File: config.mk
export PLATFORM = sky130hd
export DESIGN_NAME = ring_message_queue_top
export DESIGN_NICKNAME = d
export VERILOG_FILES = /design/src/hw/rtl/rmq_pkg.sv /design/src/hw/rtl/rmq_cell.sv /design/src/hw/rtl/ring_message_queue_top.sv
export SDC_FILE = /design/constraint.sdc
export NUM_CORES = 2
export LEC_CHECK = 0
export BUFFER_PORTS_ARGS = -buffer_cell sky130_fd_sc_hd__buf_4
export CORE_UTILIZATION = 45
export CTS_CLUSTER_DIAMETER = 50
export DETAILED_ROUTE_END_ITERATION = 16
export PLACE_DENSITY = 0.66
export SLEW_MARGIN = 10
export SYNTH_ARGS = -nofsm -noshare
export SYNTH_HDL_FRONTEND = slang
export SYNTH_HIERARCHICAL = 1
export SYNTH_SLANG_ARGS = --single-unit
File: constraint.sdc
create_clock -name clk -period 6.6 [get_ports clk]
set_input_delay 0.33 -clock clk [delete_from_list [all_inputs] [get_ports clk]]
set_output_delay 0.33 -clock clk [all_outputs]
set_load 0.01 [all_outputs]
File: src/hw/rtl/rmq_pkg.sv
// ----------------------------------------------------------------------------
// rmq_pkg
// Shared constants and types for the ring message queue.
// ----------------------------------------------------------------------------
`default_nettype none

package rmq_pkg;

    localparam int DEPTH    = 16;
    localparam int MSG_BITS = 64;
    localparam int NCELLS   = DEPTH - 1;

    typedef logic [MSG_BITS-1:0] msg_t;

    typedef enum logic [1:0] {
        CMD_ENQ  = 2'd0,
        CMD_DEQ  = 2'd1,
        CMD_PEEK = 2'd2,
        CMD_OVW  = 2'd3
    } cmd_t;

    typedef struct packed {
        logic enq;
        logic deq;
        logic ovw;
        msg_t msg;
    } cell_ctrl_t;

endpackage

`default_nettype wire

File: src/hw/rtl/rmq_cell.sv
// ----------------------------------------------------------------------------
// rmq_cell
// One queue slot: a message word and an occupancy bit. Shifts to the head on
// dequeue, takes a new item as first free cell, overwrite as last used cell.
// ----------------------------------------------------------------------------
`default_nettype none

module rmq_cell (
    input  wire logic                clk,
    input  wire logic                rst_n,
    input  wire rmq_pkg::cell_ctrl_t ctrl,
    input  wire logic                prev_valid,
    input  wire logic                next_valid,
    input  wire rmq_pkg::msg_t       next_data,
    output logic                     valid,
    output rmq_pkg::msg_t            data
);

    logic          valid_reg;
    logic          valid_next;
    rmq_pkg::msg_t data_reg;
    rmq_pkg::msg_t data_next;

    always_comb
    begin
        valid_next = valid_reg;
        data_next  = data_reg;
        if (ctrl.deq)
        begin
            valid_next = next_valid;
            data_next  = next_data;
        end
        else if (ctrl.enq && !valid_reg && prev_valid)
        begin
            valid_next = 1'b1;
            data_next  = ctrl.msg;
        end
        else if (ctrl.ovw && valid_reg && !next_valid)
        begin
            data_next  = ctrl.msg;
        end
    end

    always_ff @(posedge clk or negedge rst_n)
    begin
        if (!rst_n)
        begin
            valid_reg <= 1'b0;
        end
        else
        begin
            valid_reg <= valid_next;
        end
    end

    always_ff @(posedge clk)
    begin
        data_reg <= data_next;
    end

    assign valid = valid_reg;
    assign data  = data_reg;

endmodule

`default_nettype wire

File: src/hw/rtl/ring_message_queue_top.sv
// ----------------------------------------------------------------------------
// ring_message_queue_top
// Message queue with enqueue, dequeue, peek and overwrite-newest.
// ----------------------------------------------------------------------------
// One item per clock: busy stays low, and the result of an item accepted at
// one edge is shown on ok/msg_out with done high for the following cycle
// only. The receiver cannot stall, so it must take every result as it comes.
// Storage is a row of DEPTH-1 cells with the oldest message in cell 0;
// dequeue shifts the whole row by one cell in the same cycle.
// ----------------------------------------------------------------------------
`default_nettype none

module ring_message_queue_top (
    input  wire logic        clk,
    input  wire logic        rst_n,
    input  wire logic        start,
    output logic             busy,
    input  wire logic [1:0]  command,
    input  wire logic [63:0] msg_in,
    output logic             done,
    output logic             ok,
    output logic [63:0]      msg_out
);

    logic                 cell_valid [rmq_pkg::NCELLS];
    rmq_pkg::msg_t        cell_data  [rmq_pkg::NCELLS];
    rmq_pkg::cell_ctrl_t  ctrl;
    rmq_pkg::cmd_t        cmd;
    logic                 accept;
    logic                 empty;
    logic                 full;
    logic                 ok_next;
    logic [63:0]          msg_out_next;

    logic                 done_reg;
    logic                 ok_reg;
    logic [63:0]          msg_out_reg;

    assign busy   = 1'b0;
    assign accept = start && !busy;
    assign cmd    = rmq_pkg::cmd_t'(command);
    assign empty  = !cell_valid[0];
    assign full   = cell_valid[rmq_pkg::NCELLS-1];

    always_comb
    begin
        ctrl.enq     = 1'b0;
        ctrl.deq     = 1'b0;
        ctrl.ovw     = 1'b0;
        ctrl.msg     = msg_in[rmq_pkg::MSG_BITS-1:0];
        ok_next      = 1'b0;
        msg_out_next = '0;
        case (cmd)
            rmq_pkg::CMD_ENQ:
            begin
                ok_next  = !full;
                ctrl.enq = accept && !full;
            end
            rmq_pkg::CMD_DEQ:
            begin
                ok_next  = !empty;
                ctrl.deq = accept && !empty;
                if (!empty)
                begin
                    msg_out_next = 64'(cell_data[0]);
                end
            end
            rmq_pkg::CMD_PEEK:
            begin
                ok_next = !empty;
                if (!empty)
                begin
                    msg_out_next = 64'(cell_data[0]);
                end
            end
            rmq_pkg::CMD_OVW:
            begin
                ok_next  = !empty;
                ctrl.ovw = accept && !empty;
            end
            default:
            begin
                ok_next = 1'b0;
            end
        endcase
    end

    for (genvar i = 0; i < rmq_pkg::NCELLS; i++)
    begin : g_cell
        logic          prev_valid;
        logic          next_valid;
        rmq_pkg::msg_t next_data;

        if (i == 0)
        begin : g_first
            assign prev_valid = 1'b1;
        end
        else
        begin : g_mid
            assign prev_valid = cell_valid[i-1];
        end

        if (i == rmq_pkg::NCELLS-1)
        begin : g_last
            assign next_valid = 1'b0;
            assign next_data  = '0;
        end
        else
        begin : g_link
            assign next_valid = cell_valid[i+1];
            assign next_data  = cell_data[i+1];
        end

        rmq_cell u_cell (
            .clk        (clk),
            .rst_n      (rst_n),
            .ctrl       (ctrl),
            .prev_valid (prev_valid),
            .next_valid (next_valid),
            .next_data  (next_data),
            .valid      (cell_valid[i]),
            .data       (cell_data[i])
        );
    end

    always_ff @(posedge clk or negedge rst_n)
    begin
        if (!rst_n)
        begin
            done_reg <= 1'b0;
        end
        else
        begin
            done_reg <= accept;
        end
    end

    always_ff @(posedge clk)
    begin
        if (accept)
        begin
            ok_reg      <= ok_next;
            msg_out_reg <= msg_out_next;
        end
    end

    assign done    = done_reg;
    assign ok      = ok_reg;
    assign msg_out = msg_out_reg;

endmodule

`default_nettype wire
==> impl_summary.txt <==
----------------------------------------------------
[Outcome]
  Result of the run ... completed

[STA]
  Setup violators final ... 0
  Achievable clock frequency ... 326.3 MHz
  Final Hold Violating Endpoints ... 0
  Measured slew at the worst slew-check pin ... between 1 and 1.5 ns
  Setup skew after layout ... 0.01843 ns
  Post-Route Setup TNS ... 0 ns
  RSZ-0062 raised after global routing ... false
  Fin crit period ... 3.065 ns
  Final Max Tran Viols ... 0
  Max transition margin ... 21.18%
  Final worst path period share ... between 40% and 50%

[Cells and area]
  Fraction of final layout cells with drive strength greater than 1 ... 50.38%
  Antenna cell count ... 0
  Max reg flops ... 960
  # nets final ... 2604
  Growth of design area from synthesis to finish ... 12.81%

[Routing]
  Post-route ant nets ... 0
  Remaining design rule violation count ... 0
  DRC violation total after the first TritonRoute iteration ... 1313
  Vias after detailed routing ... 20382
  Wire length per cell ... ~20 um
  Routed Wire Length ... about 78000 um
  Via/cell ratio ... 5.101
  Number of detailed-routing iterations run before antenna repair ... 5

[Clock tree]
  Number of buffers added by the clock tree synthesis step ... 114
  Clock tree from TritonCTS ... yes
  Sink Count ... around 1000
  Maximum count of clock buffers along a single path ... 3
  Resized Gates After CTS ... 0
  Max H-tree Level ... 3
  Clock root buffer ... clkbuf_16
  Clock latency reported for the late side of the worst-skew pair ... 0.68 ns
  Clock slew seen by the registers of the worst setup and hold paths ... 0.06 ns

[Logic synthesis]
  Flip-flop and latch count after synthesis ... 1041
  Synth warn ... 6
  Number of cells produced by synthesis ... 2287
  Number of synthesized flops with an enable pin ... 1025
  Cell Area, Synth ... 0.04626 mm2
  Most frequent cells after synthesis ... edfxtp_1 (1025), mux2_4 (570), mux2_2 (390)
  Top FF cell, synth ... edfxtp_1
  Dominant cell by count in the synthesized netlist ... edfxtp_1
  Synth area leaders ... edfxtp_1 (67%), mux2_4 (18%), mux2_2 (9.5%)
  Post-synthesis average cell area ... 20.23 um2
  Dominant cell type by area after synthesis ... edfxtp_1
  Distinct cell type count after synthesis ... 20
  Post-synthesis sequential area ratio ... between 60% and 70%
  Fraction of synthesis flops using an asynchronous set or reset pin ... 1.537%
  Top cell type's share of synthesized area ... 66.53%

[Worst setup path]
  CP Class ... reg2reg
  Kind of end point of the critical path ... flop
  Data required time at the worst endpoint ... about 6.9 ns
  Arrival time of data at the critical path endpoint ... around 3.4 ns
  Cells traversed along the worst timing path ... buf_4 -> and3_1 -> nand3b_1 -> o211ai_1 -> buf_4
  Worst stage delay on the critical path ... between 0.7 and 0.8 ns
  Highest fanout seen on the critical path ... 70
  Critical path startpoint category ... flop
  Cell with the largest stage delay on the worst path ... buf_4
  Cell seen most often among critical-path stages ... buf_4

[Power]
  Total Power Consumption ... about 17 mW
  Leakage power total ... between 15 and 20 nW
  Power per Cell Area ... 325.1 mW/mm2
  Largest voltage drop on the vdd net ... between 0.15 and 0.2 mV

[Die]
  IO Pins ... around 140
  Width of the chip ... roughly 320 um
  Num rows ... 117
  Die Y ... roughly 320 um
  Die Area ... 0.1041 mm2
  Core Area ... ~0.10 mm2
  Starting Density ... 45.40%

[GRT]
  Number of global-route vias before repair ... 21496
  GR Util All Layers ... 15.07%
  First-pass GRT wire length ... 123400 um
  Total congestion overflow ... 0
  Largest net degree at the start of global routing ... ~200
  Initial antenna violation count ... 0

[Place]
  Detailed-placement wirelength estimate ... 45270 um
  Weighted congestion at the end of routability-driven global placement ... 0.6960
  Port Buffers ... 134

[Job]
  Max-cap violations ... 0

[Worst hold path]
  Worst hold path type ... in2reg

----------------------------------------------------
## cells in the final DEF (no fill, tap or decap), types with 3 or more instances in the layout
cell type / synthesis / routed
a2bb2oi_1: 15 / 15
and3_1: 47 / 46
and3_2: 19 / 19
buf_12: 0 / 5
buf_4: 2 / 175
bufinv_16: 0 / 8
clkbuf_1: 1 / 25
clkbuf_16: 0 / 116
clkinv_1: 0 / 26
clkinv_2: 0 / 15
clkinv_4: 0 / 6
clkinvlp_4: 0 / 9
conb_1: 2 / 68
dfrtp_1: 16 / 15
edfxtp_1: 1025 / 1025
ha_1: 4 / 3
inv_1: 17 / 17
inv_6: 0 / 5
mux2_2: 390 / 390
mux2_4: 570 / 570
nand2_1: 15 / 15
nand3b_1: 15 / 15
nor2_1: 16 / 16
o211ai_1: 15 / 15
## layer usage
layer	share of wire, %	wire (um)	up-vias	global-route usage (%)
li1	-	-	9472	-
met1	47	36760	10459	21.07
met2	47	37050	323	24.20
met3	3.7	2917	128	2.712
met4	1.9	1482	0	4.055
met5	0	0	-	0
## final timing paths
| check | startpoint | end | slack (ns) | cells past startpoint |
|---|---|---|---|---|
| max reg2reg | g_cell[0].u_cell/valid | g_cell[4].u_cell/data[14] | 3.54 | 5 |
| max | g_cell[0].u_cell/valid | g_cell[4].u_cell/data[14] | 3.54 | 5 |
| min | msg_in[16] | g_cell[3].u_cell/data[16] | 0.08 | 2 |
| max in group asynchronous | rst_n | g_cell[0].u_cell/valid | 6.25 | 2 |
| min in group asynchronous | rst_n | done | 0.09 | 2 |
| min reg2reg | g_cell[3].u_cell/data[50] | g_cell[2].u_cell/data[50] | 0.53 | 1 |
## repair_timing
item	in CTS	in global routing
endpoints found under the hold margin	16	0
hold buffers	1	0
buffers inserted	0	0
setup endpoints to repair	0	0
## cell families after synthesis
| kind of cell | after synthesis | synth area share [%] |
|---|---|---|
| compound gates | 31 | 0.5382 |
| fa+ha+maj | 4 | 0.1082 |
| buf+inv | 136 | 2.488 |
| flops | 1041 | 67.40 |
| mux | 960 | 27.99 |
| other cells | 2 | 0.01623 |
| simple gates | 113 | 1.458 |
## through the flow
stage	setup slack, ns	hold slack [ns]	cells	util (%)	instance area [um2]
6_report	3.535	0.07530	3996	51.22	52190
5_1_grt	3.274	0.04640	3996	51.22	52190
4_1_cts	3.498	0.02115	3996	51.22	52190
3_5_place_dp	3.398	0.2175	3782	47.66	48560
3_3_place_gp	3.468	0.2159	3782	47.66	48560
2_1_floorplan	1.997	0.03441	2353	-	46510
## worst max-delay path, delay by kind of cell (launching register included)
kind                   cells  cell delay, ns
AO/OA/AOI/OAI              1            0.20
buffers and inverters      2            1.28
flip-flops                 1            0.35
AND/OR/NAND/NOR            2            0.83
## cell type report
class                           count  area [um2]
Fill cell                        8257       49700
Sequential cell                  1041       31180
Tap cell                         1368        1712
Clock inverter                     72       624.3
Multi-Input combinational cell   1176       14190
Inverter                           17       63.81
Timing Repair Buffer              181        1424
Clock buffer                      141        2997
## report_power, final
part	switching (mW)	internal, mW
clock network	2.54	3.54
registers	0.246	8.33
logic	1.21	1.09
(Power assumes the default switching activity.)
